$ cat config.mk
export PLATFORM = sky130hd
export DESIGN_NAME = csv_field_splitter_with_limits_flat
export DESIGN_NICKNAME = d
export VERILOG_FILES = /design/src/rtl/core/csvfs_pkg.sv /design/src/rtl/core/csvfs_ifs.sv /design/src/rtl/core/csvfs_utf8_trim.sv /design/src/rtl/core/csv_field_splitter_with_limits.sv /design/src/flat_wrapper.sv
export VERILOG_INCLUDE_DIRS = /design/src /design/src/rtl/core
export SDC_FILE = /design/constraint.sdc
export NUM_CORES = 1
export LEC_CHECK = 0
export BUFFER_PORTS_ARGS = -buffer_cell sky130_fd_sc_hd__buf_2
export CAP_MARGIN = 20
export CELL_PAD_IN_SITES_DETAIL_PLACEMENT = 0
export CELL_PAD_IN_SITES_GLOBAL_PLACEMENT = 2
export CORE_ASPECT_RATIO = 0.8
export CORE_MARGIN = 5
export CORE_UTILIZATION = 40
export CTS_CLUSTER_DIAMETER = 80
export DETAILED_ROUTE_END_ITERATION = 12
export PLACE_DENSITY = 0.9
export SYNTH_ARGS = -nofsm -noshare
export SYNTH_HDL_FRONTEND = slang
export SYNTH_SLANG_ARGS = --single-unit
$ cat constraint.sdc
create_clock -name clk -period 8 [get_ports clk]
set_input_delay 0.4 -clock clk [delete_from_list [all_inputs] [get_ports clk]]
set_output_delay 0.4 -clock clk [all_outputs]
set_load 0.05 [all_outputs]
$ cat src/rtl/core/csv_field_splitter_with_limits_assert.svh
// Assertion macros for the CSV value splitter RTL.
`ifndef CSV_FIELD_SPLITTER_WITH_LIMITS_ASSERT_SVH
`define CSV_FIELD_SPLITTER_WITH_LIMITS_ASSERT_SVH

// Same-cycle implication, disabled while reset is held.
`define CSVFS_ASSERT_SAME(lbl, clk, rst_n, ante, cons, msg) \
  lbl: assert property (@(posedge clk) disable iff (!(rst_n)) (ante) |-> (cons)) \
    else $error(msg);

// Next-cycle implication, disabled while reset is held.
`define CSVFS_ASSERT_NEXT(lbl, clk, rst_n, ante, cons, msg) \
  lbl: assert property (@(posedge clk) disable iff (!(rst_n)) (ante) |=> (cons)) \
    else $error(msg);

`endif

$ cat src/rtl/core/csvfs_pkg.sv
// Shared types and constants for the CSV value splitter.
`timescale 1ns / 1ps
package csvfs_pkg;

  localparam int ROW_BITS_DEF = 32;
  localparam int COL_BITS_DEF = 16;
  localparam int LEN_BITS_DEF = 16;

  localparam int RECENT_DEPTH = 3;
  localparam int CFG_IDX_W    = 2;

  localparam logic [7:0] DELIM_RESET = 8'd44;
  localparam logic [7:0] CH_QUOTE    = 8'h22;
  localparam logic [7:0] CH_CR       = 8'h0d;
  localparam logic [7:0] CH_LF       = 8'h0a;

  // UTF-8 lead and continuation byte patterns
  localparam logic [7:0] UTF_MASK2   = 8'hc0;
  localparam logic [7:0] UTF_CONT    = 8'h80;
  localparam logic [7:0] UTF_MASK3   = 8'he0;
  localparam logic [7:0] UTF_LEAD2   = 8'hc0;
  localparam logic [7:0] UTF_LEAD3   = 8'he0;
  localparam logic [7:0] UTF_MASK4   = 8'hf8;
  localparam logic [7:0] UTF_LEAD4   = 8'hf0;

  // Configuration register indexes
  localparam logic [CFG_IDX_W-1:0] REG_DELIM     = 2'd0;
  localparam logic [CFG_IDX_W-1:0] REG_ROW_LIMIT = 2'd1;
  localparam logic [CFG_IDX_W-1:0] REG_COL_LIMIT = 2'd2;
  localparam logic [CFG_IDX_W-1:0] REG_LEN_LIMIT = 2'd3;

  // Result kinds
  localparam logic [1:0] KIND_BYTE = 2'd0;
  localparam logic [1:0] KIND_END  = 2'd1;
  localparam logic [1:0] KIND_EOI  = 2'd2;

  // Placement codes
  localparam logic [1:0] PLACE_KEPT = 2'd0;
  localparam logic [1:0] PLACE_ROW  = 2'd1;
  localparam logic [1:0] PLACE_COL  = 2'd2;

  typedef enum logic [1:0] {
    PH_BEGIN,
    PH_UNQUOTED,
    PH_QUOTED,
    PH_AFTER
  } phase_t;

  typedef logic [RECENT_DEPTH-1:0][7:0] recent_t;

  // Work decoded for one byte or end-of-input mark
  typedef struct packed {
    logic emit;        // value end record
    logic empty_eoi;   // end of input with no value
    logic store;       // byte joins the value
    logic col_inc;
    logic row_inc;
    logic set_repair;
    logic eofq;
    logic fin;
    logic clear;
  } action_t;

endpackage

$ cat src/rtl/core/csvfs_ifs.sv
// Valid/ready channel interfaces for input bytes, results and configuration.
`timescale 1ns / 1ps
interface csvfs_in_if;
  logic       valid;
  logic       ready;
  logic [7:0] in_byte;
  logic       end_of_input;

  modport source (output valid, output in_byte, output end_of_input, input ready);
  modport sink (input valid, input in_byte, input end_of_input, output ready);
endinterface

interface csvfs_out_if #(
  parameter int ROW_BITS = 32,
  parameter int COL_BITS = 16,
  parameter int LEN_BITS = 16
);
  logic                valid;
  logic                ready;
  logic [1:0]          kind;
  logic [7:0]          out_byte;
  logic [ROW_BITS-1:0] row_index;
  logic [COL_BITS-1:0] column_index;
  logic [LEN_BITS-1:0] kept_length;
  logic [1:0]          placement;
  logic                was_truncated;
  logic                was_repaired;
  logic                eof_in_quote;
  logic                final_value;

  modport source (
    output valid, output kind, output out_byte, output row_index,
    output column_index, output kept_length, output placement,
    output was_truncated, output was_repaired, output eof_in_quote,
    output final_value, input ready
  );
  modport sink (
    input valid, input kind, input out_byte, input row_index,
    input column_index, input kept_length, input placement,
    input was_truncated, input was_repaired, input eof_in_quote,
    input final_value, output ready
  );
endinterface

interface csvfs_cfg_if #(
  parameter int DATA_W = 32
);
  logic              valid;
  logic              ready;
  logic [1:0]        reg_index;
  logic [DATA_W-1:0] wdata;

  modport source (output valid, output reg_index, output wdata, input ready);
  modport sink (input valid, input reg_index, input wdata, output ready);
endinterface

$ cat src/rtl/core/csvfs_utf8_trim.sv
// UTF-8 safe trim of a value's kept length at the byte limit.
`timescale 1ns / 1ps
module csvfs_utf8_trim import csvfs_pkg::*; #(
  parameter int LEN_BITS = LEN_BITS_DEF
) (
  input  logic [LEN_BITS-1:0] limit,
  input  recent_t             recent,
  output logic [LEN_BITS-1:0] kept_len
);

  logic lim_ge2;
  logic lim_ge3;

  assign lim_ge2 = limit >= LEN_BITS'(2);
  assign lim_ge3 = limit >= LEN_BITS'(3);

  // recent[0] is the newest stored byte; drop a partial sequence at the end
  always_comb begin
    priority if (limit == '0) begin
      kept_len = '0;
    end else if ((recent[0] & UTF_MASK2) == UTF_LEAD2) begin
      kept_len = limit - LEN_BITS'(1);
    end else if ((recent[0] & UTF_MASK2) != UTF_CONT) begin
      kept_len = limit;
    end else if (lim_ge2 && (recent[1] & UTF_MASK3) == UTF_LEAD2) begin
      kept_len = limit;
    end else if (lim_ge2 && (recent[1] & UTF_MASK3) == UTF_LEAD3) begin
      kept_len = limit - LEN_BITS'(2);
    end else if (lim_ge3 && (recent[2] & UTF_MASK4) == UTF_LEAD4) begin
      kept_len = limit - LEN_BITS'(3);
    end else begin
      kept_len = limit;
    end
  end

endmodule

$ cat src/rtl/core/csv_field_splitter_with_limits.sv
// CSV value splitter with row, column and value-size limits (top level).
//
// Accepts one byte or end-of-input mark per cycle and sustains one item per
// clock while the result side keeps taking. An accepted item sits in the input
// register, is parsed there and lands in the result register; an item that
// causes no result moves on regardless of the result side. Throughput is set
// only by the result handshake: a stalled result blocks the input register.
// Configuration writes are taken every cycle and must only be made while the
// block is idle.
`timescale 1ns / 1ps
`include "csv_field_splitter_with_limits_assert.svh"
module csv_field_splitter_with_limits import csvfs_pkg::*; #(
  parameter int ROW_BITS = ROW_BITS_DEF,
  parameter int COL_BITS = COL_BITS_DEF,
  parameter int LEN_BITS = LEN_BITS_DEF
) (
  input  logic               clk,
  input  logic               rst_n,
  csvfs_in_if.sink           in_ch,
  csvfs_out_if.source        out_ch,
  csvfs_cfg_if.sink          cfg_ch
);

  localparam int CFG_W0 = (ROW_BITS > COL_BITS) ? ROW_BITS : COL_BITS;
  localparam int CFG_W1 = (CFG_W0 > LEN_BITS) ? CFG_W0 : LEN_BITS;
  localparam int CFG_W  = (CFG_W1 > 8) ? CFG_W1 : 8;
  localparam int CNT_BITS = LEN_BITS + 1;

  // configuration registers
  logic [7:0]          delim_r;
  logic [ROW_BITS-1:0] row_lim_r;
  logic [COL_BITS-1:0] col_lim_r;
  logic [LEN_BITS-1:0] len_lim_r;
  logic [CFG_W-1:0]    cfg_data;

  // input register
  logic       s1_valid_r;
  logic [7:0] s1_byte_r;
  logic       s1_eoi_r;

  // parser state
  phase_t              phase_r, phase_nxt;
  logic [ROW_BITS-1:0] row_cnt_r;
  logic [COL_BITS-1:0] col_cnt_r;
  logic [CNT_BITS-1:0] val_cnt_r;
  recent_t             recent_r;
  logic                repair_r;

  // result register
  logic                out_valid_r;
  logic [1:0]          kind_r, kind_nxt;
  logic [7:0]          byte_r;
  logic [ROW_BITS-1:0] row_r;
  logic [COL_BITS-1:0] col_r;
  logic [LEN_BITS-1:0] len_r, len_nxt;
  logic [1:0]          place_r, place_nxt;
  logic                trunc_r, trunc_nxt;
  logic                repaired_r;
  logic                eofq_r;
  logic                fin_r;

  action_t             act;
  logic                is_delim, is_eol, is_quote;
  logic                store_out, produce, out_free, adv;
  logic [LEN_BITS-1:0] trim_len;

  // ---------------- configuration ----------------
  assign cfg_ch.ready = 1'b1;
  assign cfg_data     = CFG_W'(cfg_ch.wdata);

  always_ff @(posedge clk) begin
    if (!rst_n) begin
      delim_r   <= DELIM_RESET;
      row_lim_r <= '1;
      col_lim_r <= '1;
      len_lim_r <= '1;
    end else if (cfg_ch.valid) begin
      unique case (cfg_ch.reg_index)
        REG_DELIM:     delim_r   <= cfg_data[7:0];
        REG_ROW_LIMIT: row_lim_r <= cfg_data[ROW_BITS-1:0];
        REG_COL_LIMIT: col_lim_r <= cfg_data[COL_BITS-1:0];
        REG_LEN_LIMIT: len_lim_r <= cfg_data[LEN_BITS-1:0];
        default:       delim_r   <= delim_r;
      endcase
    end
  end

  // ---------------- input register ----------------
  assign in_ch.ready = !s1_valid_r || adv;

  always_ff @(posedge clk) begin
    if (!rst_n) begin
      s1_valid_r <= 1'b0;
    end else if (in_ch.valid && in_ch.ready) begin
      s1_valid_r <= 1'b1;
    end else if (adv) begin
      s1_valid_r <= 1'b0;
    end
  end

  always_ff @(posedge clk) begin
    if (in_ch.valid && in_ch.ready) begin
      s1_byte_r <= in_ch.in_byte;
      s1_eoi_r  <= in_ch.end_of_input;
    end
  end

  // ---------------- decode ----------------
  assign is_delim = s1_byte_r == delim_r;
  assign is_eol   = (s1_byte_r == CH_CR) || (s1_byte_r == CH_LF);
  assign is_quote = s1_byte_r == CH_QUOTE;

  // next parse phase
  always_comb begin
    phase_nxt = phase_r;
    if (s1_eoi_r) begin
      phase_nxt = PH_BEGIN;
    end else begin
      unique case (phase_r)
        PH_BEGIN: begin
          priority if (is_delim || is_eol) phase_nxt = PH_BEGIN;
          else if (is_quote)               phase_nxt = PH_QUOTED;
          else                             phase_nxt = PH_UNQUOTED;
        end
        PH_UNQUOTED: begin
          if (is_delim || is_eol) phase_nxt = PH_BEGIN;
        end
        PH_QUOTED: begin
          if (is_quote) phase_nxt = PH_AFTER;
        end
        PH_AFTER: begin
          priority if (is_delim) phase_nxt = PH_BEGIN;
          else if (is_quote)     phase_nxt = PH_QUOTED;
          else if (is_eol)       phase_nxt = PH_BEGIN;
          else                   phase_nxt = PH_UNQUOTED;
        end
        default: phase_nxt = PH_BEGIN;
      endcase
    end
  end

  // actions per phase; the delimiter test wins wherever it is made
  always_comb begin
    act = '0;
    if (s1_eoi_r) begin
      act.clear = 1'b1;
      act.fin   = 1'b1;
      unique case (phase_r)
        PH_BEGIN: begin
          if (col_cnt_r != '0) act.emit      = 1'b1;
          else                 act.empty_eoi = 1'b1;
        end
        PH_QUOTED: begin
          act.emit = 1'b1;
          act.eofq = 1'b1;
        end
        default: act.emit = 1'b1;
      endcase
      if (act.empty_eoi) act.fin = 1'b0;
    end else begin
      unique case (phase_r)
        PH_BEGIN: begin
          priority if (is_delim) begin
            act.emit    = 1'b1;
            act.col_inc = 1'b1;
          end else if (is_eol) begin
            // skip empty lines
            if (col_cnt_r != '0) begin
              act.emit    = 1'b1;
              act.row_inc = 1'b1;
            end
          end else if (is_quote) begin
            act.store = 1'b0;
          end else begin
            act.store = 1'b1;
          end
        end
        PH_UNQUOTED: begin
          priority if (is_delim) begin
            act.emit    = 1'b1;
            act.col_inc = 1'b1;
          end else if (is_eol) begin
            act.emit    = 1'b1;
            act.row_inc = 1'b1;
          end else begin
            act.store = 1'b1;
          end
        end
        PH_QUOTED: begin
          act.store = !is_quote;
        end
        PH_AFTER: begin
          priority if (is_delim) begin
            act.emit    = 1'b1;
            act.col_inc = 1'b1;
          end else if (is_quote) begin
            act.store = 1'b1;
          end else if (is_eol) begin
            act.emit    = 1'b1;
            act.row_inc = 1'b1;
          end else begin
            act.set_repair = 1'b1;
            act.store      = 1'b1;
          end
        end
        default: act = '0;
      endcase
    end
  end

  assign store_out = act.store && (val_cnt_r < {1'b0, len_lim_r});
  assign produce   = act.emit || act.empty_eoi || store_out;
  assign out_free  = !out_valid_r || out_ch.ready;
  assign adv       = s1_valid_r && (!produce || out_free);

  // ---------------- value end record ----------------
  csvfs_utf8_trim #(
    .LEN_BITS(LEN_BITS)
  ) u_trim (
    .limit   (len_lim_r),
    .recent  (recent_r),
    .kept_len(trim_len)
  );

  always_comb begin
    place_nxt = PLACE_KEPT;
    trunc_nxt = 1'b0;
    len_nxt   = '0;
    kind_nxt  = KIND_BYTE;
    if (act.emit) begin
      kind_nxt = KIND_END;
      priority if (row_cnt_r >= row_lim_r) begin
        place_nxt = PLACE_ROW;
      end else if (col_cnt_r >= col_lim_r) begin
        place_nxt = PLACE_COL;
      end else if (val_cnt_r > {1'b0, len_lim_r}) begin
        trunc_nxt = 1'b1;
        len_nxt   = trim_len;
      end else begin
        len_nxt = val_cnt_r[LEN_BITS-1:0];
      end
    end else if (act.empty_eoi) begin
      kind_nxt = KIND_EOI;
    end
  end

  // ---------------- parser state ----------------
  always_ff @(posedge clk) begin
    if (!rst_n) begin
      phase_r   <= PH_BEGIN;
      row_cnt_r <= '0;
      col_cnt_r <= '0;
      val_cnt_r <= '0;
      recent_r  <= '0;
      repair_r  <= 1'b0;
    end else if (adv) begin
      phase_r <= phase_nxt;
      if (act.clear) begin
        row_cnt_r <= '0;
        col_cnt_r <= '0;
        val_cnt_r <= '0;
        recent_r  <= '0;
        repair_r  <= 1'b0;
      end else begin
        if (act.row_inc) begin
          if (!(&row_cnt_r)) row_cnt_r <= row_cnt_r + ROW_BITS'(1);
          col_cnt_r <= '0;
        end else if (act.col_inc && !(&col_cnt_r)) begin
          col_cnt_r <= col_cnt_r + COL_BITS'(1);
        end
        if (act.emit) begin
          val_cnt_r <= '0;
          repair_r  <= 1'b0;
        end else begin
          if (act.store && !(&val_cnt_r)) val_cnt_r <= val_cnt_r + CNT_BITS'(1);
          if (act.set_repair) repair_r <= 1'b1;
        end
        // keep the newest three stored bytes for the UTF-8 trim
        if (store_out) recent_r <= {recent_r[RECENT_DEPTH-2:0], s1_byte_r};
      end
    end
  end

  // ---------------- result register ----------------
  always_ff @(posedge clk) begin
    if (!rst_n) begin
      out_valid_r <= 1'b0;
    end else if (adv && produce) begin
      out_valid_r <= 1'b1;
    end else if (out_ch.ready) begin
      out_valid_r <= 1'b0;
    end
  end

  always_ff @(posedge clk) begin
    if (adv && produce) begin
      kind_r     <= kind_nxt;
      byte_r     <= store_out && !act.emit ? s1_byte_r : 8'd0;
      row_r      <= act.empty_eoi ? '0 : row_cnt_r;
      col_r      <= act.empty_eoi ? '0 : col_cnt_r;
      len_r      <= len_nxt;
      place_r    <= place_nxt;
      trunc_r    <= trunc_nxt;
      repaired_r <= act.emit && repair_r;
      eofq_r     <= act.emit && act.eofq;
      fin_r      <= act.emit && act.fin;
    end
  end

  assign out_ch.valid         = out_valid_r;
  assign out_ch.kind          = kind_r;
  assign out_ch.out_byte      = byte_r;
  assign out_ch.row_index     = row_r;
  assign out_ch.column_index  = col_r;
  assign out_ch.kept_length   = len_r;
  assign out_ch.placement     = place_r;
  assign out_ch.was_truncated = trunc_r;
  assign out_ch.was_repaired  = repaired_r;
  assign out_ch.eof_in_quote  = eofq_r;
  assign out_ch.final_value   = fin_r;

  // ---------------- assertions ----------------
  `CSVFS_ASSERT_SAME(a_begin_empty, clk, rst_n, phase_r == PH_BEGIN, (val_cnt_r == '0) && !repair_r, "value state left over at value begin")
  `CSVFS_ASSERT_NEXT(a_eoi_clears, clk, rst_n, adv && s1_eoi_r, (phase_r == PH_BEGIN) && (row_cnt_r == '0) && (col_cnt_r == '0), "end of input did not clear parser")
  `CSVFS_ASSERT_SAME(a_trunc_kept, clk, rst_n, out_valid_r && trunc_r, (place_r == PLACE_KEPT) && (kind_r == KIND_END), "truncation flagged on a skipped value or non-record")

endmodule
$ cat src/flat_wrapper.sv
// flat-port wrapper written by rule: the top's interface ports become plain ports
module csv_field_splitter_with_limits_flat import csvfs_pkg::*;
#(
  parameter int ROW_BITS = ROW_BITS_DEF,
  parameter int COL_BITS = COL_BITS_DEF,
  parameter int LEN_BITS = LEN_BITS_DEF
)
  (clk, rst_n, in_ch_valid, in_ch_in_byte, in_ch_end_of_input, in_ch_ready, out_ch_valid, out_ch_kind, out_ch_out_byte, out_ch_row_index, out_ch_column_index, out_ch_kept_length, out_ch_placement, out_ch_was_truncated, out_ch_was_repaired, out_ch_eof_in_quote, out_ch_final_value, out_ch_ready, cfg_ch_valid, cfg_ch_reg_index, cfg_ch_wdata, cfg_ch_ready);
  csvfs_in_if in_ch_i ();
  csvfs_out_if #(.ROW_BITS(ROW_BITS), .COL_BITS(COL_BITS), .LEN_BITS(LEN_BITS)) out_ch_i ();
  csvfs_cfg_if cfg_ch_i ();
  input  logic clk;
  input  logic rst_n;
  input wire logic [$bits(in_ch_i.valid)-1:0] in_ch_valid;
  input wire logic [$bits(in_ch_i.in_byte)-1:0] in_ch_in_byte;
  input wire logic [$bits(in_ch_i.end_of_input)-1:0] in_ch_end_of_input;
  output wire logic [$bits(in_ch_i.ready)-1:0] in_ch_ready;
  output wire logic [$bits(out_ch_i.valid)-1:0] out_ch_valid;
  output wire logic [$bits(out_ch_i.kind)-1:0] out_ch_kind;
  output wire logic [$bits(out_ch_i.out_byte)-1:0] out_ch_out_byte;
  output wire logic [$bits(out_ch_i.row_index)-1:0] out_ch_row_index;
  output wire logic [$bits(out_ch_i.column_index)-1:0] out_ch_column_index;
  output wire logic [$bits(out_ch_i.kept_length)-1:0] out_ch_kept_length;
  output wire logic [$bits(out_ch_i.placement)-1:0] out_ch_placement;
  output wire logic [$bits(out_ch_i.was_truncated)-1:0] out_ch_was_truncated;
  output wire logic [$bits(out_ch_i.was_repaired)-1:0] out_ch_was_repaired;
  output wire logic [$bits(out_ch_i.eof_in_quote)-1:0] out_ch_eof_in_quote;
  output wire logic [$bits(out_ch_i.final_value)-1:0] out_ch_final_value;
  input wire logic [$bits(out_ch_i.ready)-1:0] out_ch_ready;
  input wire logic [$bits(cfg_ch_i.valid)-1:0] cfg_ch_valid;
  input wire logic [$bits(cfg_ch_i.reg_index)-1:0] cfg_ch_reg_index;
  input wire logic [$bits(cfg_ch_i.wdata)-1:0] cfg_ch_wdata;
  output wire logic [$bits(cfg_ch_i.ready)-1:0] cfg_ch_ready;
  assign in_ch_i.valid = in_ch_valid;
  assign in_ch_i.in_byte = in_ch_in_byte;
  assign in_ch_i.end_of_input = in_ch_end_of_input;
  assign in_ch_ready = in_ch_i.ready;
  assign out_ch_valid = out_ch_i.valid;
  assign out_ch_kind = out_ch_i.kind;
  assign out_ch_out_byte = out_ch_i.out_byte;
  assign out_ch_row_index = out_ch_i.row_index;
  assign out_ch_column_index = out_ch_i.column_index;
  assign out_ch_kept_length = out_ch_i.kept_length;
  assign out_ch_placement = out_ch_i.placement;
  assign out_ch_was_truncated = out_ch_i.was_truncated;
  assign out_ch_was_repaired = out_ch_i.was_repaired;
  assign out_ch_eof_in_quote = out_ch_i.eof_in_quote;
  assign out_ch_final_value = out_ch_i.final_value;
  assign out_ch_i.ready = out_ch_ready;
  assign cfg_ch_i.valid = cfg_ch_valid;
  assign cfg_ch_i.reg_index = cfg_ch_reg_index;
  assign cfg_ch_i.wdata = cfg_ch_wdata;
  assign cfg_ch_ready = cfg_ch_i.ready;
  csv_field_splitter_with_limits #(.ROW_BITS(ROW_BITS), .COL_BITS(COL_BITS), .LEN_BITS(LEN_BITS)) u_core (.clk(clk), .rst_n(rst_n), .in_ch(in_ch_i), .out_ch(out_ch_i), .cfg_ch(cfg_ch_i));
endmodule
# Word level (Yosys, flattened, before mapping)
# Cells that the tools add are included.
dict set report word_totals {
  register_bits 255
  latch_bits 0
  ramBits 0
  rom_bits 0
  inputBits 48
  output_inout_bits 83
  mem_count 0
}
dict set report classes {
  n_addsub 6
  n_mul 0
  n_div 0
  order_cmp 6
  eq_ne 18
  shift 0
  mux 70
  n_bitwise 1
  n_reduce_logical 53
}
# operator count
set op_table {}
lappend op_table {{16-bit 2-to-1 mux} 10}
lappend op_table {{32-bit 2-to-1 mux} 3}
lappend op_table {{17-bit 2-to-1 mux} 3}
lappend op_table {{24-bit 2-to-1 mux} 2}
lappend op_table {{1-bit 2-to-1 mux} 34}
lappend op_table {{32-bit by 1-bit adder with 32-bit output (second input constant)} 1}
lappend op_table {{16-bit by 2-bit >= comparator with 1-bit output (second input constant)} 2}
lappend op_table {{32-bit >= comparator} 1}
lappend op_table {{32-bit AND reduction} 1}
lappend op_table {{16-bit by 2-bit subtractor with 16-bit output (second input constant)} 2}
lappend op_table {{2-bit 2-to-1 mux} 12}
lappend op_table {{17-bit by 1-bit adder with 17-bit output (second input constant)} 1}
lappend op_table {{17-bit by 16-bit > comparator with 1-bit output} 1}
lappend op_table {{17-bit by 16-bit < comparator with 1-bit output} 1}
lappend op_table {{17-bit AND reduction} 1}
lappend op_table {{16-bit by 1-bit adder with 16-bit output (second input constant)} 1}
lappend op_table {{8-bit by 4-bit == test with 1-bit output (second input constant)} 2}
lappend op_table {{16-bit >= comparator} 1}
lappend op_table {{16-bit logical NOT} 1}
lappend op_table {{16-bit AND reduction} 1}
lappend op_table {{2-bit AND reduction} 8}
lappend op_table {{16-bit nonzero test} 1}
lappend op_table {{16-bit by 1-bit subtractor with 16-bit output (second input constant)} 1}
lappend op_table {{1-bit logical AND} 13}
lappend op_table {{24 further kinds} 50}

# Depth between registers and ports, before layout
# Gate-level depths: netlist (run 1).
dict set report logic_depth {
  ltp_word 15
  mapped_depth 14
  mapped_depth_nobuf 12
}

# Hierarchy
# Synthesis (run 1) repeated with hierarchy kept, for this count alone.
dict set report hier_totals {
  cells_unflattened 1505
  hier_area_um2 13764.5
}
# module instances cells_each area_each_um2 seq_area_each_um2
set by_module_without_submodules {}
lappend by_module_without_submodules {csv_field_splitter_with_limits 1 1371 12817.3 5995.8}
lappend by_module_without_submodules {csvfs_utf8_trim 1 134 947.2 0.0}

# Least setup slack after synthesis (run 1)
# No wires, ideal clock.
dict set report synth_path {
  path_kind {flip-flop to flip-flop}
  from {register u_core.len_lim_r[1]}
  to {register u_core.col_r[0], in the netlist u_core.out_ch.column_index[0], enable pin}
  arrival_ns 3.892
  required_time_ns 7.566
  setup_slack_ns 3.674
  path_stages_with_launch 12
  period_less_slack_ns 4.326
  cell_sequence {dfxtp_1 inv_1 ha_1 nand4_1 nor2_1 o21a_1 or3_1 or2_2 clkbuf_1 nand2_1 nand2_1 inv_1}
}
dict set report synth_between {
  elab_chain_cells 7
}
# element line
set synth_rtl {}
lappend synth_rtl {{start, declared} csv_field_splitter_with_limits.sv:33} ;# logic [LEN_BITS-1:0] len_lim_r;
lappend synth_rtl {{start signal, assigned} csv_field_splitter_with_limits.sv:82} ;# REG_LEN_LIMIT: len_lim_r <= cfg_data[LEN_BITS-1:0];
lappend synth_rtl {{17-bit by 16-bit < comparator with 1-bit output (*)} csv_field_splitter_with_limits.sv:211} ;# assign store_out = act.store && (val_cnt_r < {1'b0, len_lim_r});
lappend synth_rtl {{1-bit logical AND (*)} csv_field_splitter_with_limits.sv:211}
lappend synth_rtl {{1-bit logical OR (*)} csv_field_splitter_with_limits.sv:212} ;# assign produce = act.emit || act.empty_eoi || store_out;
lappend synth_rtl {{1-bit logical NOT} csv_field_splitter_with_limits.sv:214} ;# assign adv = s1_valid_r && (!produce || out_free);
lappend synth_rtl {{1-bit logical OR} csv_field_splitter_with_limits.sv:214}
lappend synth_rtl {{1-bit logical AND} csv_field_splitter_with_limits.sv:214}
lappend synth_rtl {{1-bit logical AND (*)} csv_field_splitter_with_limits.sv:296} ;# if (adv && produce) begin
lappend synth_rtl {{end signal, assigned} csv_field_splitter_with_limits.sv:300} ;# col_r <= act.empty_eoi ? '0 : col_cnt_r;
lappend synth_rtl {{end, declared} csv_field_splitter_with_limits.sv:54} ;# logic [COL_BITS-1:0] col_r;
# Mark *: on every way between the ends. The rest lies on a longest branch, timed or not.
# A chain may end at the register's enable or synchronous reset.

# Worst setup path in the final report (run 1)
dict set report layout_path {
  from {register u_core.len_lim_r[1]}
  to {register u_core.row_r[19], in the netlist u_core.out_ch.row_index[19], enable pin}
}
dict set report layout_between {
  elab_chain_cells 7
}
# element line
set layout_rtl {}
lappend layout_rtl {{17-bit by 16-bit < comparator with 1-bit output (*)} csv_field_splitter_with_limits.sv:211}
lappend layout_rtl {{1-bit logical AND (*)} csv_field_splitter_with_limits.sv:211}
lappend layout_rtl {{1-bit logical OR (*)} csv_field_splitter_with_limits.sv:212}
lappend layout_rtl {{1-bit logical NOT} csv_field_splitter_with_limits.sv:214}
lappend layout_rtl {{1-bit logical OR} csv_field_splitter_with_limits.sv:214}
lappend layout_rtl {{1-bit logical AND} csv_field_splitter_with_limits.sv:214}
lappend layout_rtl {{1-bit logical AND (*)} csv_field_splitter_with_limits.sv:296}
lappend layout_rtl {{end signal, assigned} csv_field_splitter_with_limits.sv:299} ;# row_r <= act.empty_eoi ? '0 : row_cnt_r;
lappend layout_rtl {{end, declared} csv_field_splitter_with_limits.sv:53} ;# logic [ROW_BITS-1:0] row_r;
# Marked as above.

==> run_results.csv, run 1 <==
group,metric,value,unit
timing,max_freq,252.8,MHz
timing,period_share,49.44,%
global_route,grt_max_degree,67,
floorplanning,core-area,30450,sq um
detailed_routing,wl_per_cell,18.74,um
layout,drive_gt1_share,15.31,%
detailed_routing,ant_nets,0,
worst_setup_path,required,8.16,ns
worst_setup_path,r2r-start,"u_core.len_lim_r[1]",
detailed_routing,drcViolationCount,0,
layout,instances_no_fill,1843,
worst_setup_path,crit_type,"reg2reg",
logic_synthesis,synth-adder-area-share,7.688,%
timing,hold_viol,0,
detailed_routing,vias,10170,
global_route,antenna_found_initial,0,
logic_synthesis,synthMuxAreaShare,0.7284,%
worst_setup_path,startpoint_type,"register",
floorplanning,start_util,40.61,%
timing,timing.setup.tns,0,ns
logic_synthesis,syn_nets,1437,
clocking,ctsHoldBuffers,0,
detailed_routing,vias_per_cell,5.518,
logic_synthesis,yosysMostFrequentCell,"dfxtp_1",
layout,syn_to_final_growth,15.60,%
logic_synthesis,ys.flop_type,"dfxtp_1",
global_route,grt_pass1_vias,9465,
clocking,clkTransAtPathRegs,0.06,ns
layout,final_nets,1534,
timing,grt_setup_unrepaired,"false",
worst_setup_path,ff2ff_setup_slack,4.04,ns
timing,maxSlewHeadroom,35.31,%
logic_synthesis,synth_xor_area_share,1.841,%
placed_design,dp_cells,1793,
logic_synthesis,synth_top_family_by_area,"simple AND/OR/NAND/NOR gates",
logic_synthesis,synth-compound-area-share,18.19,%
timing,setup_slack,4.045,ns
timing,skew,0.01342,ns
global_route,grt_usage,19.54,%
clocking,htree_num_levels,1,
worst_setup_path,end_kind,"register",
floorplanning,fp.dieW,206.6,um
logic_synthesis,async_flop_share,0,%
detailed_routing,drt_iter0_markers,634,
power,power_density,203.3,nW/um^2
worst_hold_path,hold_class,"in2reg",
detailed_routing,wl,34.54,mm
logic_synthesis,ys_ff_latch,246,
worst_setup_path,r2r_cells,11,
global_route,met1_usage,28.96,%
worst_setup_path,critPathCapture,"u_core.out_ch.row_index[19]",
timing,maxSlewViolCount,0,
power,vdd_drop_max,0.0001195,V
logic_synthesis,yosys_warnings,0,
clocking,postCtsResizedCells,0,
placed_design,io_buffers,129,
global_route,met2_usage,29.96,%
placed_design,pre_cts_ws,4.013,ns
timing,finalSetupViolCount,0,
logic_synthesis,avgSynthCellArea,9.420,sq um
clocking,post_cts_buffers,0,
logic_synthesis,ys_top_cells_by_count,"dfxtp_1, nand2_1, inv_1, edfxtp_1, nor2_1",
clocking,cts_made_buffers,27,
run,cap_viol_max_count,0,
floorplanning,dieArea,34560,sq um
global_route,use_met3,3.577,%
global_route,grt-ovfl-total,0,
worst_setup_path,regToRegEndpoint,"u_core.out_ch.row_index[19]",
clocking,clk_latency,0.54,ns
placed_design,place_congestion,0.9074,
logic_synthesis,synthCells,1313,
timing,tightest_slew,0.9674,ns
outcome,outcome,"finished clean",
floorplanning,num_rows,57,
clocking,clockBufferDepth,3,
logic_synthesis,seq_area_frac_synth,47.02,%
logic_synthesis,yosysUniqueCellTypes,81,
global_route,grt_pass1_wl,54.56,mm
floorplanning,ios,131,
logic_synthesis,synth-simple-area-share,19.26,%
logic_synthesis,synth_area,12370,sq um
layout,num_antenna_cells,0,
global_route,busiest_layer,"met2",
worst_setup_path,cp-startpoint,"u_core.len_lim_r[1]",
clocking,cts_tree,"done",
placed_design,place_hpwl,24.30,mm
logic_synthesis,yosys.area.top_type,"dfxtp_1",
logic_synthesis,synth_top_area_share,25.41,%
worst_setup_path,crit_fanout,61,
floorplanning,die_h,167.3,um
power,p_leak,5.830,nW
clocking,clock-sinks,246,
logic_synthesis,synth.area.top_cells,"dfxtp_1, edfxtp_1, ha_1",
clocking,clock-root-buffer,"clkbuf_16",
worst_setup_path,arrival,4.12,ns
detailed_routing,drtPass1Iterations,5,
timing,min_period,3.955,ns
logic_synthesis,synth-edff-count,89,
[routing by layer]
layer / vias up / wire (um) / part of all wire, %
met4: 0 / 623 / 1.8
met5: - / 0 / 0
met3: 40 / 2202 / 6.4
li1: 5002 / - / -
met1: 4832 / 16490 / 48
met2: 296 / 15220 / 44
[registers in the layout (all words and copies together), names as in the netlist, 2 cells and up]
| signal | flops |
|---|---|
| u_core.out_ch.out_byte | 8 |
| u_core.out_ch.kept_length | 16 |
| u_core.s1_byte_r | 8 |
| u_core.phase_r | 2 |
| u_core.col_cnt_r | 16 |
| u_core.out_ch.row_index | 32 |
| u_core.row_lim_r | 32 |
| u_core.col_lim_r | 16 |
| u_core.out_ch.kind | 2 |
| u_core.val_cnt_r | 17 |
| u_core.len_lim_r | 16 |
| u_core.out_ch.placement | 2 |
| u_core.recent_r | 15 |
| u_core.delim_r | 8 |
| u_core.out_ch.column_index | 16 |
| u_core.row_cnt_r | 32 |
[cell families after synthesis]
kind of cell,after synthesis
buffers and inverters,167
DFF,246
AOI/OAI and AO/OA,320
xor gates and xnor gates,26
and+or+nand+nor,468
adders and majority gates,76
muxes,9
other,1
[area by class of cell]
class                      instances  area [sq um]
fill                            2944         16160
clock inverter                    20         229.0
tap                              413         516.7
timing repair buffer             143         768.2
multi-input combinational        900          5928
inverter                          92         346.6
sequential                       246          5816
clock buffer                      29         693.2
[metrics by stage]
stage	hold WS (ns)	cell area (sq um)	total power, W	util [%]
6_report	0.04465	14300	0.002907	46.95
5_1_grt	0.02999	14300	0.003011	46.95
4_1_cts	0.02723	14270	0.002929	46.87
3_5_place_dp	0.4439	13350	0.001636	43.84
3_3_place_gp	0.4383	13350	0.001634	43.84
2_1_floorplan	0.4272	12370	0.001555	-
[worst max-delay path, cell delays in order, from the launching register on]
cell	delay [ns]
dfxtp_1	0.58
inv_1	0.25
ha_1	0.33
nand4_1	0.10
nor2_1	0.05
o21a_1	0.20
or3_1	0.42
or2_2	0.40
nand2_1	0.12
nand2_1	0.09
clkinv_2	0.29
buf_4	0.64
[power by group]
group / internal (W) / leakage (nW) / switching, W / total, W
logic: 0.0000625 / 3.26 / 0.000186 / 0.000248
clock network: 0.000760 / 0.439 / 0.000537 / 0.00130
registers: 0.00134 / 2.13 / 0.0000252 / 0.00136
[cells in the final DEF, fill, tap and decap left out, types with 10 or more instances in the layout]
master,synthesis,routed
or4_1,18,18
xnor2_1,26,26
o21ai_0,35,34
dfxtp_1,157,157
nor2_1,88,86
edfxtp_1,89,89
nand3_1,38,38
o211ai_1,82,82
nand4_1,30,30
or3_1,18,18
buf_2,4,129
inv_1,92,91
o31ai_1,18,17
a21oi_1,78,78
a21o_1,20,20
nor2b_1,28,28
clkbuf_16,0,28
and2_1,14,14
ha_1,76,76
nor3_1,15,14
nand2_1,152,152
buf_4,2,13
a2111oi_0,12,12
nor4_1,10,10
[how the worst min path moves through the flow]
stage,startpoint,end,cells after the start
global placement,u_core.recent_r[4],u_core.recent_r[4],2
global route,in_ch_in_byte[7],u_core.s1_byte_r[7],1
floorplan,u_core.recent_r[3],u_core.recent_r[3],2
detailed placement,u_core.recent_r[5],u_core.recent_r[5],2
CTS,in_ch_in_byte[4],u_core.s1_byte_r[4],1
finish,in_ch_in_byte[4],u_core.s1_byte_r[4],1
Power figures use the tool's default switching activity.
==> inputs of run 2 (changes only) <==
--- a/config.mk
+++ b/config.mk
@@ -6,16 +6,17 @@
 export SDC_FILE = /design/constraint.sdc
 export NUM_CORES = 1
 export LEC_CHECK = 0
+export ABC_AREA = 1
 export BUFFER_PORTS_ARGS = -buffer_cell sky130_fd_sc_hd__buf_2
 export CAP_MARGIN = 20
 export CELL_PAD_IN_SITES_DETAIL_PLACEMENT = 0
 export CELL_PAD_IN_SITES_GLOBAL_PLACEMENT = 2
 export CORE_ASPECT_RATIO = 0.8
 export CORE_MARGIN = 5
-export CORE_UTILIZATION = 40
+export CORE_UTILIZATION = 35
 export CTS_CLUSTER_DIAMETER = 80
 export DETAILED_ROUTE_END_ITERATION = 12
-export PLACE_DENSITY = 0.9
+export PLACE_DENSITY = 0.85
 export SYNTH_ARGS = -nofsm -noshare
 export SYNTH_HDL_FRONTEND = slang
 export SYNTH_SLANG_ARGS = --single-unit
==> constraint.sdc (replaced) <==
create_clock -name clk -period 4.1 [get_ports clk]
set_input_delay 0.205 -clock clk [delete_from_list [all_inputs] [get_ports clk]]
set_output_delay 0.205 -clock clk [all_outputs]
set_load 0.05 [all_outputs]
==> run 2 against run 1 <==
Compared with the run above: synthesized cell count up 40%; hold slack got worse by 0.045 ns; global-route usage grew 0.12 points; clock-buffer cell count rose by 8; the flow now finishes with violations (negative hold slack); maximum frequency up 18%; sequential cell count is the same; area after synthesis rose by 13%.
==> run_results.csv, run 2 <==
group,metric,value,unit
outcome,outcome,"complete, but fails checks",
outcome,violations,"negative hold slack",
layout,final_nets,2077,
logic_synthesis,synth.area.top_cells,"dfxtp_1, edfxtp_1, nand2_1",
placed_design,io_buffers,129,
floorplanning,num_rows,65,
global_route,grt-ovfl-total,0,
power,p_leak,6.889,nW
worst_setup_path,critPathSlowestCell,"nand3_2",
layout,drive_gt1_share,12.00,%
logic_synthesis,synth-compound-area-share,10.37,%
detailed_routing,wl,44.14,mm
timing,skew,0.007933,ns
logic_synthesis,synth_area,13950,sq um
global_route,grt_max_degree,72,
timing,min_period,3.348,ns
logic_synthesis,synth_top_area_share,22.53,%
timing,tightest_slew,0.9007,ns
logic_synthesis,synth-adder-area-share,6.817,%
logic_synthesis,synth-edff-count,89,
floorplanning,fp.dieW,233.2,um
global_route,grt_pass1_vias,12080,
logic_synthesis,synthMuxAreaShare,0,%
logic_synthesis,yosys.area.top_type,"dfxtp_1",
clocking,cts_tree,"done",
clocking,cts_made_buffers,29,
logic_synthesis,yosysMostFrequentCell,"nand2_1",
logic_synthesis,synth_top_family_by_area,"simple AND/OR/NAND/NOR gates",
clocking,clkTransAtPathRegs,0.06,ns
clocking,clk_latency,0.57,ns
clocking,clockBufferDepth,3,
logic_synthesis,synth_xor_area_share,3.265,%
timing,maxSlewHeadroom,39.95,%
placed_design,place_hpwl,31.37,mm
logic_synthesis,async_flop_share,0,%
logic_synthesis,seq_area_frac_synth,41.69,%
clocking,postCtsResizedCells,0,
timing,holdWs,-0.00004624,ns
detailed_routing,ant_nets,0,
power,power_density,370.5,nW/um^2
layout,num_antenna_cells,0,
timing,grt_setup_unrepaired,"false",
logic_synthesis,ys_ff_latch,246,
timing,period_share,81.65,%
worst_setup_path,crit_type,"reg2reg",
logic_synthesis,yosys_warnings,0,
floorplanning,die_h,188.6,um
detailed_routing,wl_per_cell,17.58,um
worst_setup_path,arrival,3.80,ns
timing,timing.setup.tns,0,ns
timing,finalSetupViolCount,0,
logic_synthesis,yosysUniqueCellTypes,52,
clocking,clock-root-buffer,"clkbuf_16",
logic_synthesis,avgSynthCellArea,7.614,sq um
power,vdd_drop_max,0.0002763,V
worst_hold_path,hold_class,"in2reg",
logic_synthesis,synthCells,1832,
layout,final_cell_mix,"nand2_1, inv_1, nor2_1",
worst_setup_path,max_stage_delay,0.53,ns
layout,syn_to_final_growth,16.52,%
clocking,clock-sinks,246,
detailed_routing,drtPass1Iterations,5,
worst_setup_path,crit_fanout,48,
worst_setup_path,path_cells,"inv_1, ha_1, nand2_1, inv_1, nand3_1, nor2_1, nand3_1, nor2_1, nor2_1, nand4_4, nand2_4, nand2_4, buf_4, nand3_2, a21oi_1, nor2_1",
logic_synthesis,synth-simple-area-share,28.11,%
detailed_routing,drt_iter0_markers,1177,
power,finalPower,0.006022,W
detailed_routing,vias_per_cell,5.064,
placed_design,pre_cts_ws,0.8054,ns
detailed_routing,drcViolationCount,0,
floorplanning,dieArea,43970,sq um
placed_design,place_congestion,0.8642,
worst_setup_path,startpoint_type,"register",
worst_setup_path,required,4.55,ns
worst_setup_path,crit_family,"simple AND/OR/NAND/NOR gates",
floorplanning,core-area,39440,sq um
timing,maxSlewViolCount,0,
worst_setup_path,crit_path_frequent_cell,"nor2_1",
worst_setup_path,end_kind,"register",
detailed_routing,vias,12715,
logic_synthesis,ys.flop_type,"dfxtp_1",
floorplanning,ios,131,
layout,mostFrequentLayoutCell,"nand2_1",
worst_setup_path,crit_buf_inv,3,
run,cap_viol_max_count,0,
floorplanning,start_util,35.37,%
timing,setup_slack,0.7522,ns
logic_synthesis,syn_nets,1956,
timing,max_freq,298.7,MHz
clocking,htree_num_levels,1,
global_route,grt_usage,19.66,%
global_route,antenna_found_initial,0,
logic_synthesis,ys_top_cells_by_count,"nand2_1, inv_1, nor2_1, dfxtp_1, a21oi_1",
timing,hold_viol,1,
global_route,grt_pass1_wl,69.46,mm
==> run 2: changes by cell type after synthesis, sizes merged, moves of 18 or more <==
cell    change
nand2     +256
inv       +138
nor2      +120
nand4      +81
xor2       +46
nand3      +45
a21oi      +43
nor3       +32
o211ai     -29
nor2b      -27
xnor2      -20
a21o       -19
or3        -18
or4        -18
==> run 2: area by class of cell <==
type                            instances  area (sq um)
Clock inverter                         16         145.1
Clock buffer                           37         775.7
Tap cell                              536         670.6
Fill cell                            4061         23190
Inverter                              232         872.1
Multi-Input combinational cell       1255          6795
Sequential cell                       246          5817
Timing Repair Buffer                  189          1179
==> run 2: worst paths after layout <==
| path | startpoint | endpoint | slack [ns] | depth (start not counted) |
|---|---|---|---|---|
| max | u_core.len_lim_r[12] | u_core.val_cnt_r[2] | 0.75 | 16 |
| min reg2reg | u_core.delim_r[7] | u_core.delim_r[7] | 0.47 | 2 |
| min | cfg_ch_wdata[5] | u_core.len_lim_r[5] | -0.00005 | 3 |
| max reg2reg | u_core.len_lim_r[12] | u_core.val_cnt_r[2] | 0.75 | 16 |
==> run 2: per-layer routing <==
metal	part of all wire, %	track usage, %	up-vias
met2	42	28.69	323
met4	2.9	5.360	2
met5	0.11	0.7813	-
li1	-	-	6353
met3	5.7	3.329	58
met1	50	29.81	5979
==> run 2: cell families after synthesis <==
| kind of cell | Yosys count |
|---|---|
| buffers and inverters | 331 |
| adder cells (fa/ha/maj) | 76 |
| other | 1 |
| AO/OA/AOI/OAI | 245 |
| XOR/XNOR | 52 |
| flip-flops | 246 |
| AND/OR/NAND/NOR | 881 |
==> run 2: tightest hold or removal path, stage by stage <==
cell	delay, ns
buf_2	0.18
a21oi_1	0.08
o21ai_0	0.06
==> run 2: report_power, final <==
group / total (W) / switching [W] / internal [W]
clock: 0.00257 / 0.00106 / 0.00151
combinational: 0.000749 / 0.000557 / 0.000193
sequential: 0.00271 / 0.0000640 / 0.00264
total: 0.00602 / 0.00168 / 0.00434
==> run 2: what timing repair did <==
item	in CTS	in global routing
hold buffers	33	0
endpoints found under the setup margin	0	0
hold endpoints to repair	43	0
buffers inserted	0	0
==> run 2: metrics by stage <==
step	cells	util [%]	hold WS, ns	instance area (sq um)
floorplan	1832	-	0.3039	13950
global placement	2425	38.04	0.3832	15000
detailed placement	2425	38.04	0.3839	15000
CTS	2511	41.21	0.0001041	16250
global route	2511	41.21	0.003297	16250
finish	2511	41.21	-0.00004624	16250
==> inputs of run 3 (changes only) <==
==> constraint.sdc (replaced) <==
create_clock -name clk -period 3.1 [get_ports clk]
set_input_delay 0.155 -clock clk [delete_from_list [all_inputs] [get_ports clk]]
set_output_delay 0.155 -clock clk [all_outputs]
set_load 0.05 [all_outputs]
==> run 3 against run 2 <==
Compared with the run above: register-to-register slack worse by 0.48 ns; sequential share of layout area decreased by 0.95 points; global-route usage up 0.72 points; combinational power grew 39%; routed wire length grew 3.0%; the run now ends clean; clock-buffer cell count decreased by 3; highest routed layer is now met4; non-clock buffer count increased by 39; power up 31%.
==> run_results.csv, run 3 (synthesized netlist as in run 2, its figures left out) <==
group,metric,value,unit
power,seqPwrFrac,45.4,%
clocking,cts_made_buffers,29,
detailed_routing,drt_iter0_markers,1060,
power,finalPower,0.007898,W
worst_hold_path,hold_class,"in2reg",
floorplanning,die_h,188.6,um
clocking,htree_num_levels,1,
clocking,clock-sinks,246,
placed_design,place_congestion,0.9033,
outcome,outcome,"finished clean",
run,cap_viol_max_count,0,
layout,num_antenna_cells,0,
timing,hold_viol,0,
global_route,antenna_found_initial,0,
power,power_density,470.9,nW/um^2
layout,mostFrequentLayoutCell,"nand2_1",
layout,final_cell_mix,"nand2_1, inv_1, nor2_1",
timing,skew,0.01624,ns
power,p_switching,0.002280,W
global_route,grt-ovfl-total,0,
floorplanning,dieArea,43970,sq um
global_route,grt_max_degree,72,
timing,maxSlewHeadroom,29.63,%
global_route,grt_pass1_wl,71.74,mm
detailed_routing,wl,45.45,mm
timing,grt_setup_unrepaired,"false",
clocking,clock-root-buffer,"clkbuf_16",
layout,syn_to_final_growth,20.23,%
power,p_leak,7.015,nW
layout,drive_gt1_share,15.63,%
floorplanning,num_rows,65,
timing,holdWs,0.1226,ns
worst_setup_path,arrival,2.75,ns
power,vdd_drop_max,0.0004056,V
timing,maxSlewViolCount,0,
clocking,cts_tree,"done",
placed_design,io_buffers,129,
timing,max_freq,344.6,MHz
detailed_routing,drtPass1Iterations,6,
worst_setup_path,end_kind,"output port",
timing,finalSetupViolCount,0,
floorplanning,start_util,35.37,%
power,cellInternalPower,0.005618,W
detailed_routing,ant_nets,0,
power,power_frac_clock,41.5,%
timing,period_share,93.62,%
worst_setup_path,crit_type,"reg2out",
clocking,clkTransAtPathRegs,0.06,ns
global_route,met2_usage,30.21,%
clocking,post_cts_buffers,0,
timing,tightest_slew,1.049,ns
power,comb_power_share,13.2,%
power,swShare,28.87,%
global_route,met1_usage,31.04,%
clocking,clockBufferDepth,3,
global_route,grt_usage,20.38,%
floorplanning,fp.dieW,233.2,um
timing,min_period,2.902,ns
global_route,busiest_layer,"met1",
detailed_routing,vias_per_cell,5.000,
detailed_routing,vias,12755,
worst_setup_path,startpoint_type,"register",
layout,final_nets,2116,
placed_design,place_hpwl,33.06,mm
clocking,clk_latency,0.57,ns
worst_setup_path,crit_fanout,5,
global_route,grt_pass1_vias,12497,
detailed_routing,drcViolationCount,0,
detailed_routing,wl_per_cell,17.82,um
floorplanning,ios,131,
worst_setup_path,required,2.94,ns
floorplanning,core-area,39440,sq um
global_route,use_met3,3.239,%
## run 3: cell types whose count changed in the layout (fill, tap and decap cells not counted), sizes merged
cell and delta:
bufinv -2, buf +29, clkinvlp +6, dlygate4sd3 +10
clkbuf -3, inv +1, clkinv -1
## run 3: worst max-delay path, cell delays in order, from the launching register on
cell     delay [ns]
dfxtp_1        0.35
inv_1          0.20
ha_1           0.19
nand4_1        0.11
nor2_1         0.17
nand2_1        0.13
nand2_1        0.10
nand2_2        0.09
a21oi_4        0.26
nand2_4        0.11
nand3_1        0.16
buf_2          0.30
## run 3: worst paths after layout
check | slack (ns) | cells past startpoint | startpoint | endpoint
hold reg to reg | 0.48 | 2 | u_core.row_cnt_r[0] | u_core.row_cnt_r[0]
setup / recovery | 0.20 | 11 | u_core.col_cnt_r[0] | in_ch_ready
setup reg to reg | 0.27 | 15 | u_core.val_cnt_r[0] | u_core.val_cnt_r[3]
hold / removal | 0.12 | 5 | cfg_ch_reg_index[0] | u_core.delim_r[3]
## run 3: repair_timing
| item | in CTS | in global routing |
|---|---|---|
| hold buffers | 43 | 0 |
| endpoints found under the hold margin | 79 | 0 |
| endpoints found under the setup margin | 0 | 18 |
| resized for setup | 0 | 1 |
## run 3: stage by stage
stage / instance area, sq um / TNS (ns) / setup slack [ns] / cells / util, %
4_1_cts: 16770 / 0 / 0.1812 / 2551 / 42.51
2_1_floorplan: 14120 / -23.36 / -0.2899 / 1832 / -
6_report: 16770 / 0 / 0.1979 / 2551 / 42.52
5_1_grt: 16770 / 0 / 0.004813 / 2551 / 42.52
3_3_place_gp: 15440 / 0 / 0.3284 / 2454 / 39.15
3_5_place_dp: 15440 / 0 / 0.3116 / 2454 / 39.15
## run 3: layout make-up
cell class                 instances  area, sq um
clock inverter                    20        130.1
multi-input combinational       1255         6940
clock buffer                      34        764.5
sequential                       246         5843
tap                              536        670.6
timing repair buffer             228         1546
fill                            4037        22670
inverter                         232        877.1
## run 3: power groups by stage
stage | Clock [W] | Sequential [W] | Combinational, W
detailed placement | 0 | 0.00365 | 0.000998
CTS | 0.00336 | 0.00358 | 0.00104
floorplan | 0 | 0.00383 | 0.000492
finish | 0.00327 | 0.00358 | 0.00104
global placement | 0 | 0.00365 | 0.000991
global route | 0.00348 | 0.00360 | 0.00114
## run 3: layer usage
layer,vias to the layer above,share of wire [%]
met3,60,5.7
li1,6418,-
met5,-,0
met1,5952,51
met2,325,41
met4,0,2.5
